===== config.mk =====
export PLATFORM = sky130hd
export DESIGN_NAME = dithered_palette_quantizer_top
export DESIGN_NICKNAME = d
export VERILOG_FILES = /design/src/rtl/dpq_pkg.sv /design/src/rtl/dpq_lane.sv /design/src/rtl/dpq_merge.sv /design/src/rtl/dithered_palette_quantizer_top.sv
export SDC_FILE = /design/constraint.sdc
export NUM_CORES = 1
export LEC_CHECK = 0
export ABC_AREA = 1
export ABC_CLOCK_PERIOD_IN_PS = 6710
export BUFFER_PORTS_ARGS = -buffer_cell sky130_fd_sc_hd__buf_2
export CORE_AREA = 2 2 236 238
export CTS_CLUSTER_DIAMETER = 200
export DETAILED_ROUTE_END_ITERATION = 8
export DIE_AREA = 0 0 238 240
export GPL_TIMING_DRIVEN = 0
export PLACE_DENSITY = 0.78
export SYNTH_ARGS = -nofsm -noshare
export SYNTH_HDL_FRONTEND = slang
export SYNTH_SLANG_ARGS = --single-unit

===== constraint.sdc =====
create_clock -name clk -period 6.71 [get_ports clk]
set_input_delay 0 -clock clk [delete_from_list [all_inputs] [get_ports clk]]
set_output_delay 0 -clock clk [all_outputs]
set_load 0.02 [all_outputs]

===== src/rtl/dpq_pkg.sv =====
// Shared types, constants and tables of the dithered palette quantizer.
// Depends on nothing; every other file refers to it by scoped names.
package dpq_pkg;

    localparam int LEVEL_W = 16;
    localparam int VAL_W   = 25;  // 255 * level + 4096 * dither, signed
    localparam int SUM_W   = 27;  // sum of three channel values, signed
    localparam int BYTE_W  = 8;
    localparam int DITH_W  = 6;
    localparam int CFG_W   = 2;

    typedef enum logic [1:0] {
        MODE_GREY   = 2'd0,
        MODE_PACKED = 2'd1,
        MODE_CUBE   = 2'd2,
        MODE_CLASS  = 2'd3
    } mode_t;

    typedef enum logic {
        REG_PALETTE_MODE  = 1'b0,
        REG_DITHER_ENABLE = 1'b1
    } reg_index_t;

    // Thresholds 0.5, 1.5 and 2.5 in units of 1 / (4096 * 255).
    localparam logic signed [SUM_W-1:0] HALF_UNIT = 27'sd522240;
    localparam logic signed [SUM_W-1:0] ONE_HALF  = 27'sd1566720;
    localparam logic signed [SUM_W-1:0] TWO_HALF  = 27'sd2611200;

    typedef struct packed {
        logic              load;
        logic [DITH_W-1:0] dither;
    } lane_ctrl_t;

    typedef struct packed {
        logic  load;
        mode_t mode;
    } merge_ctrl_t;

    localparam logic [DITH_W-1:0] BAYER_TABLE [0:63] = '{
        6'd0,  6'd32, 6'd8,  6'd40, 6'd2,  6'd34, 6'd10, 6'd42,
        6'd48, 6'd16, 6'd56, 6'd24, 6'd50, 6'd18, 6'd58, 6'd26,
        6'd12, 6'd44, 6'd4,  6'd36, 6'd14, 6'd46, 6'd6,  6'd38,
        6'd60, 6'd28, 6'd52, 6'd20, 6'd62, 6'd30, 6'd54, 6'd22,
        6'd3,  6'd35, 6'd11, 6'd43, 6'd1,  6'd33, 6'd9,  6'd41,
        6'd51, 6'd19, 6'd59, 6'd27, 6'd49, 6'd17, 6'd57, 6'd25,
        6'd15, 6'd47, 6'd7,  6'd39, 6'd13, 6'd45, 6'd5,  6'd37,
        6'd63, 6'd31, 6'd55, 6'd23, 6'd61, 6'd29, 6'd53, 6'd21
    };

    localparam logic [3:0] CLASS_MAP [0:15] = '{
        4'd0, 4'd6,  4'd5,  4'd4,  4'd3,  4'd2,  4'd1, 4'd7,
        4'd8, 4'd14, 4'd13, 4'd12, 4'd11, 4'd10, 4'd9, 4'd15
    };

    // The row comes from the low bits of x, the column from the low bits of y.
    function automatic logic [DITH_W-1:0] bayer_value(input logic [2:0] row,
                                                       input logic [2:0] col);
        return BAYER_TABLE[{row, col}];
    endfunction

    // Quotient by 51 of a byte, which is always 0 to 5.
    function automatic logic [2:0] div51(input logic [BYTE_W-1:0] v);
        logic [2:0] q;
        q = 3'd0;
        if (v >= 8'd51)  q = 3'd1;
        if (v >= 8'd102) q = 3'd2;
        if (v >= 8'd153) q = 3'd3;
        if (v >= 8'd204) q = 3'd4;
        if (v >= 8'd255) q = 3'd5;
        return q;
    endfunction

endpackage


===== src/rtl/dpq_lane.sv =====
// One color channel lane: scale by 255, add the dither offset, clamp to a byte.
// Depends on dpq_pkg.
module dpq_lane (
    input  logic                                 clk,
    input  dpq_pkg::lane_ctrl_t                  ctrl,
    input  logic signed [dpq_pkg::LEVEL_W-1:0]   level,
    output logic signed [dpq_pkg::VAL_W-1:0]     value,
    output logic        [dpq_pkg::BYTE_W-1:0]    byte_level
);

    logic signed [dpq_pkg::VAL_W-1:0] value_next;
    logic signed [dpq_pkg::VAL_W-1:0] value_reg;
    logic        [dpq_pkg::BYTE_W-1:0] byte_next;
    logic        [dpq_pkg::BYTE_W-1:0] byte_reg;

    always_comb
    begin
        value_next = $signed({{(dpq_pkg::VAL_W - dpq_pkg::LEVEL_W){level[dpq_pkg::LEVEL_W-1]}},
                              level}) * 25'sd255
                   + $signed({7'b0, ctrl.dither, 12'b0});
        // Negative values go to zero; anything at or above 256.0 saturates.
        if (value_next[dpq_pkg::VAL_W-1])
        begin
            byte_next = 8'd0;
        end
        else if (value_next[dpq_pkg::VAL_W-2:20] != '0)
        begin
            byte_next = 8'd255;
        end
        else
        begin
            byte_next = value_next[19:12];
        end
    end

    always_ff @(posedge clk)
    begin
        if (ctrl.load)
        begin
            value_reg <= value_next;
            byte_reg  <= byte_next;
        end
    end

    assign value      = value_reg;
    assign byte_level = byte_reg;

endmodule


===== src/rtl/dpq_merge.sv =====
// Merging stage: combines the three channel lanes into one palette index.
// Depends on dpq_pkg.
module dpq_merge (
    input  logic                                clk,
    input  dpq_pkg::merge_ctrl_t                ctrl,
    input  logic signed [dpq_pkg::VAL_W-1:0]    red_value,
    input  logic signed [dpq_pkg::VAL_W-1:0]    green_value,
    input  logic signed [dpq_pkg::VAL_W-1:0]    blue_value,
    input  logic        [dpq_pkg::BYTE_W-1:0]   red_byte,
    input  logic        [dpq_pkg::BYTE_W-1:0]   green_byte,
    input  logic        [dpq_pkg::BYTE_W-1:0]   blue_byte,
    output logic        [dpq_pkg::BYTE_W-1:0]   index
);

    logic signed [dpq_pkg::SUM_W-1:0] r_ext, g_ext, b_ext;
    logic signed [dpq_pkg::SUM_W-1:0] sum_rg, sum_rb, sum_gb, total;
    logic [dpq_pkg::BYTE_W-1:0] max_byte;
    logic [dpq_pkg::BYTE_W-1:0] grey_idx, packed_idx, cube_idx, class_idx;
    logic [2:0] pair_bits;
    logic [3:0] code;
    logic [dpq_pkg::BYTE_W-1:0] index_next;
    logic [dpq_pkg::BYTE_W-1:0] index_reg;

    always_comb
    begin
        r_ext = dpq_pkg::SUM_W'(red_value);
        g_ext = dpq_pkg::SUM_W'(green_value);
        b_ext = dpq_pkg::SUM_W'(blue_value);

        max_byte = red_byte;
        if (green_byte > max_byte) max_byte = green_byte;
        if (blue_byte > max_byte)  max_byte = blue_byte;
        grey_idx = {1'b0, max_byte[7:1]};

        packed_idx = {red_byte[7:5], green_byte[7:5], blue_byte[7:6]};

        cube_idx = 8'(8'd36 * {5'b0, dpq_pkg::div51(red_byte)})
                 + 8'(8'd6 * {5'b0, dpq_pkg::div51(green_byte)})
                 + {5'b0, dpq_pkg::div51(blue_byte)};

        // Classification works on the unclamped dithered values.
        sum_rg = r_ext + g_ext - b_ext;
        sum_rb = r_ext - g_ext + b_ext;
        sum_gb = g_ext + b_ext - r_ext;
        total  = r_ext + g_ext + b_ext;
        pair_bits = {sum_gb > dpq_pkg::HALF_UNIT,
                     sum_rb > dpq_pkg::HALF_UNIT,
                     sum_rg > dpq_pkg::HALF_UNIT};
        if (pair_bits == 3'b000)
        begin
            code = (total > dpq_pkg::HALF_UNIT) ? 4'd7 : 4'd0;
        end
        else if (pair_bits == 3'b111)
        begin
            code = (total > dpq_pkg::TWO_HALF) ? 4'd15 : 4'd8;
        end
        else
        begin
            code = {total > dpq_pkg::ONE_HALF, pair_bits};
        end
        class_idx = {4'b0, dpq_pkg::CLASS_MAP[code]};

        case (ctrl.mode)
            dpq_pkg::MODE_GREY:   index_next = grey_idx;
            dpq_pkg::MODE_PACKED: index_next = packed_idx;
            dpq_pkg::MODE_CUBE:   index_next = cube_idx;
            dpq_pkg::MODE_CLASS:  index_next = class_idx;
            default:              index_next = packed_idx;
        endcase
    end

    always_ff @(posedge clk)
    begin
        if (ctrl.load)
        begin
            index_reg <= index_next;
        end
    end

    assign index = index_reg;

endmodule


===== src/rtl/dithered_palette_quantizer_top.sv =====
// Dithered palette quantizer, top level: three channel lanes and a merging stage.
// An accepted word is held in the lane registers, then in the merge index register that drives the output.
// Throughput: one word per cycle while out_stall is low, set by the two-register pipeline with no loop in it.
// Reset: rst_n clears the pipeline valid flags and loads palette_mode = 1, dither_enable = 1.
// Depends on dpq_pkg, dpq_lane and dpq_merge.
module dithered_palette_quantizer_top (
    input  logic                                 clk,
    input  logic                                 rst_n,
    input  logic                                 cfg_we,
    input  logic                                 cfg_index,
    input  logic        [dpq_pkg::CFG_W-1:0]     cfg_data,
    input  logic                                 in_valid,
    output logic                                 in_stall,
    input  logic        [11:0]                   pixel_x,
    input  logic        [11:0]                   pixel_y,
    input  logic signed [dpq_pkg::LEVEL_W-1:0]   red_level,
    input  logic signed [dpq_pkg::LEVEL_W-1:0]   green_level,
    input  logic signed [dpq_pkg::LEVEL_W-1:0]   blue_level,
    output logic                                 out_valid,
    input  logic                                 out_stall,
    output logic        [dpq_pkg::BYTE_W-1:0]    palette_index
);

    dpq_pkg::mode_t mode_reg;
    logic           dither_en_reg;
    logic           s1_valid_reg, s1_valid_next;
    logic           out_valid_reg, out_valid_next;
    logic           out_ready;
    logic           in_fire;
    logic           out_load;

    dpq_pkg::lane_ctrl_t  lane_ctrl;
    dpq_pkg::merge_ctrl_t merge_ctrl;

    logic signed [dpq_pkg::LEVEL_W-1:0] lane_level [3];
    logic signed [dpq_pkg::VAL_W-1:0]   lane_value [3];
    logic        [dpq_pkg::BYTE_W-1:0]  lane_byte  [3];

    // Configuration registers.
    always_ff @(posedge clk or negedge rst_n)
    begin
        if (!rst_n)
        begin
            mode_reg      <= dpq_pkg::MODE_PACKED;
            dither_en_reg <= 1'b1;
        end
        else if (cfg_we)
        begin
            case (cfg_index)
                dpq_pkg::REG_PALETTE_MODE:  mode_reg      <= dpq_pkg::mode_t'(cfg_data);
                dpq_pkg::REG_DITHER_ENABLE: dither_en_reg <= cfg_data[0];
                default:                    mode_reg      <= mode_reg;
            endcase
        end
    end

    // Two-stage pipeline; each stage moves when the one after it is free or draining.
    always_comb
    begin
        out_ready = !out_valid_reg || !out_stall;
        in_stall  = s1_valid_reg && !out_ready;
        in_fire   = in_valid && !in_stall;
        out_load  = s1_valid_reg && out_ready;

        if (in_fire)
        begin
            s1_valid_next = 1'b1;
        end
        else if (out_ready)
        begin
            s1_valid_next = 1'b0;
        end
        else
        begin
            s1_valid_next = s1_valid_reg;
        end

        if (out_load)
        begin
            out_valid_next = 1'b1;
        end
        else if (!out_stall)
        begin
            out_valid_next = 1'b0;
        end
        else
        begin
            out_valid_next = out_valid_reg;
        end

        lane_ctrl.load   = in_fire;
        lane_ctrl.dither = dither_en_reg ? dpq_pkg::bayer_value(pixel_x[2:0], pixel_y[2:0])
                                         : '0;
        merge_ctrl.load  = out_load;
        merge_ctrl.mode  = mode_reg;
    end

    always_ff @(posedge clk or negedge rst_n)
    begin
        if (!rst_n)
        begin
            s1_valid_reg  <= 1'b0;
            out_valid_reg <= 1'b0;
        end
        else
        begin
            s1_valid_reg  <= s1_valid_next;
            out_valid_reg <= out_valid_next;
        end
    end

    assign lane_level[0] = red_level;
    assign lane_level[1] = green_level;
    assign lane_level[2] = blue_level;

    for (genvar i = 0; i < 3; i++)
    begin : g_lane
        dpq_lane u_lane (
            .clk        (clk),
            .ctrl       (lane_ctrl),
            .level      (lane_level[i]),
            .value      (lane_value[i]),
            .byte_level (lane_byte[i])
        );
    end

    dpq_merge u_merge (
        .clk         (clk),
        .ctrl        (merge_ctrl),
        .red_value   (lane_value[0]),
        .green_value (lane_value[1]),
        .blue_value  (lane_value[2]),
        .red_byte    (lane_byte[0]),
        .green_byte  (lane_byte[1]),
        .blue_byte   (lane_byte[2]),
        .index       (palette_index)
    );

    assign out_valid = out_valid_reg;

    // The input side only stalls when both stages hold words and the output is blocked.
    a_stall_only_when_full: assert property (@(posedge clk) disable iff (!rst_n)
        in_stall |-> (s1_valid_reg && out_valid_reg && out_stall))
        else $error("input stalled while the pipeline had room");

    // An accepted word always lands in the lane registers.
    a_accept_fills_lanes: assert property (@(posedge clk) disable iff (!rst_n)
        (in_valid && !in_stall) |=> s1_valid_reg)
        else $error("accepted word lost before the lane stage");

    // A word in the lanes moves on at once when the output register is empty.
    a_lane_drains: assert property (@(posedge clk) disable iff (!rst_n)
        (s1_valid_reg && !out_valid_reg) |=> out_valid_reg)
        else $error("lane word not moved into an empty output register");

endmodule

==> flow_summary.toml, run 1 <==
[logic_synthesis]
syn-instance-count = 3685
synth-xor-area-share_pct = 4.40
synth-seq-area-share_pct = 12.4
yosys.area_share.adder_pct = 39.4
postSynthAreaPerCell_sq_um = 7.33
async_reset_ff_share_pct = 4.46
synthSimpleGateAreaFrac_pct = 22.9
synth_seq_cells = 112
synth_edf_count = 107
synth_top_family_by_area = "adder cells"
ys_warn_count = 0
synth_mux_area_share_pct = 0.0371
ys.flop_type = "edfxtp_1"
synth_compound_area_share_pct = 8.04
synth_cell_types = 56
synth_area_sq_um = 27000
synth_nets = 4439

[timing]
worst_slew_pin_slew_ns = 0.823
setup-tns-final_ns = 0
grt_setup_unrepaired = "no"
min_period_ns = 5.78
fmaxAchievable_mhz = 173
final_max_slew_viol_count = 0
period_share_pct = 86.1
setup_viol = 0
finalHoldViolations = 0
maxSlewHeadroom_pct = 44.9
fin_worst_skew_ns = 0.00698

[route]
drt-initial-drc-count = 1716
routedWlPerCell_um = 15.2
drc_errors = 0
drt_pre_antenna_iters = 6
drt-total-wl_mm = 68.2
vias_per_cell = 5.15
vias = 23100
antenna_left = 0

[setup_path]
cp_common_cell = "nand2_1"
cp_max_fo = 9
crit_slowest_cell = "edfxtp_1"
crit_path_start = "g_lane[0].u_lane.value[2]"
max_stage_delay_ns = 0.50
cp-start-kind = "flip-flop"
r2r-start = "g_lane[0].u_lane.value[2]"
path_class = "flip-flop to flip-flop"
endpoint_kind = "flip-flop"
cp.arrival_ns = 5.89
cp_num_buf_inv = 4
cp.required_ns = 6.82
reg2reg_slack_ns = 0.93
crit_family = "simple AND/OR/NAND/NOR gates"

[clock_network]
clkTransAtPathRegs_ns = 0.08
cts_tree = "done"
worstSkewPairLatency_ns = 0.36
cts.sinks = 112
cts.path.max_buffers = 2
cts-root-buf = "clkbuf_16"
htree_levels = 3
post-cts-setup-buffers = 0
cts_buffers = 9

[global_route]
grtUsageTotal_pct = 24.4
first_global_vias = 22500
grt-ovfl-total = 0
antenna_found_initial = 1
grt_max_degree = 83
grt_pass1_wl_mm = 111

[placed_design]
gp_congestion = 0.993
placedInstanceArea_sq_um = 28300
io_buffers = 71
post-dp-hpwl_mm = 60.6

[floorplan]
die_h_um = 240
boundaryPins = 90
initial_core_util_pct = 49.4
core_area_sq_um = 54700
num_rows = 86
die_w_um = 238
dieArea_sq_um = 57100

[worst_hold_path]
min_path_type = "primary input to flip-flop"
min_from = "red_level[1]"

[final_layout]
postLayoutCellArea_sq_um = 28700
layout-drive-gt1-share_pct = 4.83
nets = 4535
fill_cells = 5275
syn2layout_area_growth_pct = 6.29
largest_reg_flops = 75

[job]
drv_cap = 0

[run_status]
outcome = "complete, no violations"
## area by class of cell
type | count | area [sq um] | share of cell area, %
Clock buffer | 9 | 225 | 0.785
Multi-Input combinational cell | 2658 | 20200 | 70.3
Antenna cell | 1 | 2.50 | 0.00872
Timing Repair Buffer | 85 | 513 | 1.79
Inverter | 899 | 3380 | 11.8
Sequential cell | 112 | 3340 | 11.6
Tap cell | 704 | 881 | 3.07
Buffer | 16 | 98.8 | 0.344
Clock inverter | 7 | 73.8 | 0.257
## cells in the final DEF, fill, tap and decap left out, types with 13 or more instances in the layout
cell	instances
ha_1	381
o21bai_1	27
o21ai_0	68
edfxtp_1	107
inv_1	882
fa_1	293
inv_2	15
xnor2_1	31
xor2_1	99
nor2_2	22
a21oi_1	194
nor2_1	297
nand3_1	177
nand2_1	829
buf_2	75
dlygate4sd3_1	13
o21ai_1	20
nor3_1	31
nand4_1	57
o211ai_1	13
## timing repair
item                      CTS  global route
hold endpoints to repair   13             0
resized for setup           0             0
hold buffers               13             0
## per-stage QoR
stage	utilization, %	hold slack, ns	cells	setup slack [ns]
detailed placement	51.7	-0.175	4461	1.12
global placement	51.7	-0.179	4460	1.17
finish	52.5	0.120	4491	0.930
global route	52.5	0.139	4491	0.535
CTS	52.5	0.0986	4490	1.12
floorplan	-	-0.296	3685	2.05
## final timing paths
path | endpoint | cells after the start
worst min register to register | out_valid | 2
worst max register to register | u_merge.index[1] | 37
max in group asynchronous | out_valid | 3
worst min-delay path | g_lane[0].u_lane.value[1] | 2
min in group asynchronous | mode_reg[0] | 2
worst max-delay path | u_merge.index[1] | 37
## kinds of logic after synthesis
kind of cell / Yosys count
AND/OR/NAND/NOR: 1470
AO/OA/AOI/OAI: 380
XOR/XNOR: 133
buffers and inverters: 915
adder cells (fa/ha/maj): 674
multiplexers: 1
flip-flops: 112
## synthesized netlist by cell type, drive strengths merged, types with 5 or more instances
library cell	count	area (sq um)
inv	898	3370
nand2	839	3180
nor3	33	175
nand4	57	357
buf	11	80.1
nand3	182	936
nor2	324	1320
a21boi	8	67.6
clkbuf	5	18.8
ha	381	4770
o21bai	28	214
o211ai	13	97.6
a31oi	13	87.6
fa	293	5870
nand3b	8	60.1
xor2	102	916
xnor2	31	272
nor4	7	43.8
edfxtp	107	3210
or2	7	43.8
o31ai	7	52.6
o221ai	5	43.8
o21ai	89	449
and3	9	56.3
a21oi	202	1040
## routing by layer
layer,track usage [%],part of all wire [%],vias to the layer above
met4,8.39,3.3,0
met2,43.1,48,636
met3,1.49,4.7,116
met5,0,0,-
met1,31.9,44,10800
li1,-,-,11600
Power of run 1 is not shown: default switching activity piles up to over one toggle a cycle in this logic, so the estimate is an artifact.
==> inputs of run 2 (changes only) <==
--- a/config.mk
+++ b/config.mk
@@ -14,6 +14,7 @@
 export DIE_AREA = 0 0 238 240
 export GPL_TIMING_DRIVEN = 0
 export PLACE_DENSITY = 0.78
+export RECOVER_POWER = 50
 export SYNTH_ARGS = -nofsm -noshare
 export SYNTH_HDL_FRONTEND = slang
 export SYNTH_SLANG_ARGS = --single-unit
==> run 2 against run 1 <==
The run now ends with capacitance limit, slew limit left. Clock skew increased by 0.0012 ns. Flip-flop and latch count stayed put. Via count is essentially flat. Routed wire length grew 0.10%. Register-to-register slack gained 0.03 ns. Worst setup slack better by 0.027 ns. Final cell count did not move. Sequential share of layout area hardly changed. Critical path depth is the same. First-iteration DRC count is 8.5% lower. Core utilization shrank 0.078 points. Non-clock buffer count unchanged. Critical endpoint unchanged. Highest routed layer unchanged.
==> flow_summary.toml, run 2 (synthesis gave the netlist of run 1 again) <==
[timing]
maxSlewHeadroom_pct = -175
grt_setup_unrepaired = "no"
hold_slack_ns = 0.120
fin_worst_skew_ns = 0.00820
setup-tns-final_ns = 0
final_max_slew_viol_count = 83
fmaxAchievable_mhz = 174
worst_slew_pin_slew_ns = 4.13
worst_slack_ns = 0.957
min_period_ns = 5.75
period_share_pct = 85.7
setup_viol = 0
finalHoldViolations = 0

[setup_path]
crit_cells = 37
reg2reg_slack_ns = 0.96
reg2regPathDepth = 37
r2r-start = "g_lane[0].u_lane.value[2]"
cp.required_ns = 6.82
cp-start-kind = "flip-flop"
path_class = "flip-flop to flip-flop"
reg2reg_to = "u_merge.index[1]"
endpoint_kind = "flip-flop"
crit_slowest_cell = "edfxtp_1"
cp_num_buf_inv = 4
cp_common_cell = "nand2_1"
max_stage_delay_ns = 0.50
cp.arrival_ns = 5.86
crit_family = "simple AND/OR/NAND/NOR gates"
cp_max_fo = 9

[global_route]
first_global_vias = 22500
met1_usage_pct = 31.9
busiest_layer = "met2"
grtUsageTotal_pct = 24.4
grt-ovfl-total = 0
grt_max_degree = 83
grt_pass1_wl_mm = 111
antenna_found_initial = 1
grt_use_met3_pct = 1.49
use_met2_pct = 43.1

[route]
vias_per_cell = 5.15
vias = 23100
drt-initial-drc-count = 1570
antenna_left = 0
drt-total-wl_mm = 68.3
routedWlPerCell_um = 15.2
drc_errors = 0
drt_pre_antenna_iters = 6

[worst_hold_path]
min_path_type = "primary input to flip-flop"
min_from = "red_level[1]"
min_to = "g_lane[0].u_lane.value[1]"
hold_depth = 2

[clock_network]
cts_tree = "done"
cts.sinks = 112
clkTransAtPathRegs_ns = 0.08
worstSkewPairLatency_ns = 0.37
htree_levels = 3
cts_buffers = 9
cts-root-buf = "clkbuf_16"
cts.path.max_buffers = 2
ctsResizeCount = 0

[final_layout]
nets = 4535
layout_commonest_cell = "inv_1"
regArea_sq_um = 3340
largest_reg_flops = 75
layout_common_cells = "inv_1 (882), nand2_1 (829), ha_1 (381), nor2_1 (297), fa_1 (293)"
layout-drive-gt1-share_pct = 4.38
finalNonFillerCells = 4491
multi_input_area_sq_um = 20200
fill_cells = 5286
syn2layout_area_growth_pct = 6.13

[run_status]
outcome = "finished, violations left"
violations = "capacitance limit, slew limit"

[placed_design]
gp_congestion = 0.993
post-dp-hpwl_mm = 60.6
dp.cells = 4461
io_buffers = 71
place_worst_setup_slack_ns = 1.12

[floorplan]
core_area_sq_um = 54700
die_w_um = 238
num_rows = 86
boundaryPins = 90
initial_core_util_pct = 49.4
dieArea_sq_um = 57100
die_h_um = 240

[job]
drv_cap = 1
run 2: changes by cell type in the layout (fill, tap and decap cells not counted):
cell | previous run | this run
dfstp_1 | 0 | 2
buf_16 | 1 | 0
inv_4 | 1 | 0
clkbuf_1 | 5 | 20
clkinvlp_2 | 0 | 1
buf_2 | 75 | 61
dfstp_2 | 2 | 0
run 2: final cells by class:
type                       instances  area share, %
tap                              704           3.07
antenna                            1        0.00873
clock buffer                       9          0.786
multi-input combinational       2658           70.5
clock inverter                     7          0.258
inverter                         899           11.8
buffer                            16          0.345
sequential                       112           11.7
timing repair buffer              85           1.65
run 2: routing by layer:
metal / vias up / part of all wire, %
met5: - / 0
met4: 0 / 3.3
met3: 118 / 5.1
met2: 660 / 48
met1: 10700 / 44
li1: 11600 / -
run 2: timing repair:
action / 4_1_cts / 5_1_grt
setup endpoints to repair: 0 / 0
hold buffers: 13 / 0
hold endpoints to repair: 13 / 0
buffers inserted: 0 / 0
run 2: stage by stage:
stage | utilization (%) | instance area, sq um
global route | 52.4 | 28700
finish | 52.4 | 28700
global placement | 51.7 | 28200
CTS | 52.5 | 28700
detailed placement | 51.7 | 28300
floorplan | - | 27000
run 2: worst max-delay path by stage:
stage	startpoint	end	slack [ns]
2_1_floorplan	blue_level[5]	g_lane[2].u_lane.byte_level[0]	2.05
3_3_place_gp	g_lane[0].u_lane.value[2]	u_merge.index[1]	1.17
3_5_place_dp	g_lane[0].u_lane.value[2]	u_merge.index[1]	1.12
4_1_cts	g_lane[0].u_lane.value[2]	u_merge.index[1]	1.12
5_1_grt	g_lane[0].u_lane.value[2]	u_merge.index[1]	0.54
6_report	g_lane[0].u_lane.value[2]	u_merge.index[1]	0.96
run 2: worst register-to-register path, delay by kind of cell (launching register included):
| family | cells | cell delay (ns) |
|---|---|---|
| AO/OA/AOI/OAI | 8 | 1.59 |
| XOR/XNOR | 1 | 0.26 |
| adder cells (fa/ha/maj) | 2 | 0.62 |
| buffers and inverters | 4 | 0.51 |
| flip-flops | 1 | 0.50 |
| AND/OR/NAND/NOR | 22 | 2.03 |
Power of run 2 is left out for the same reason.
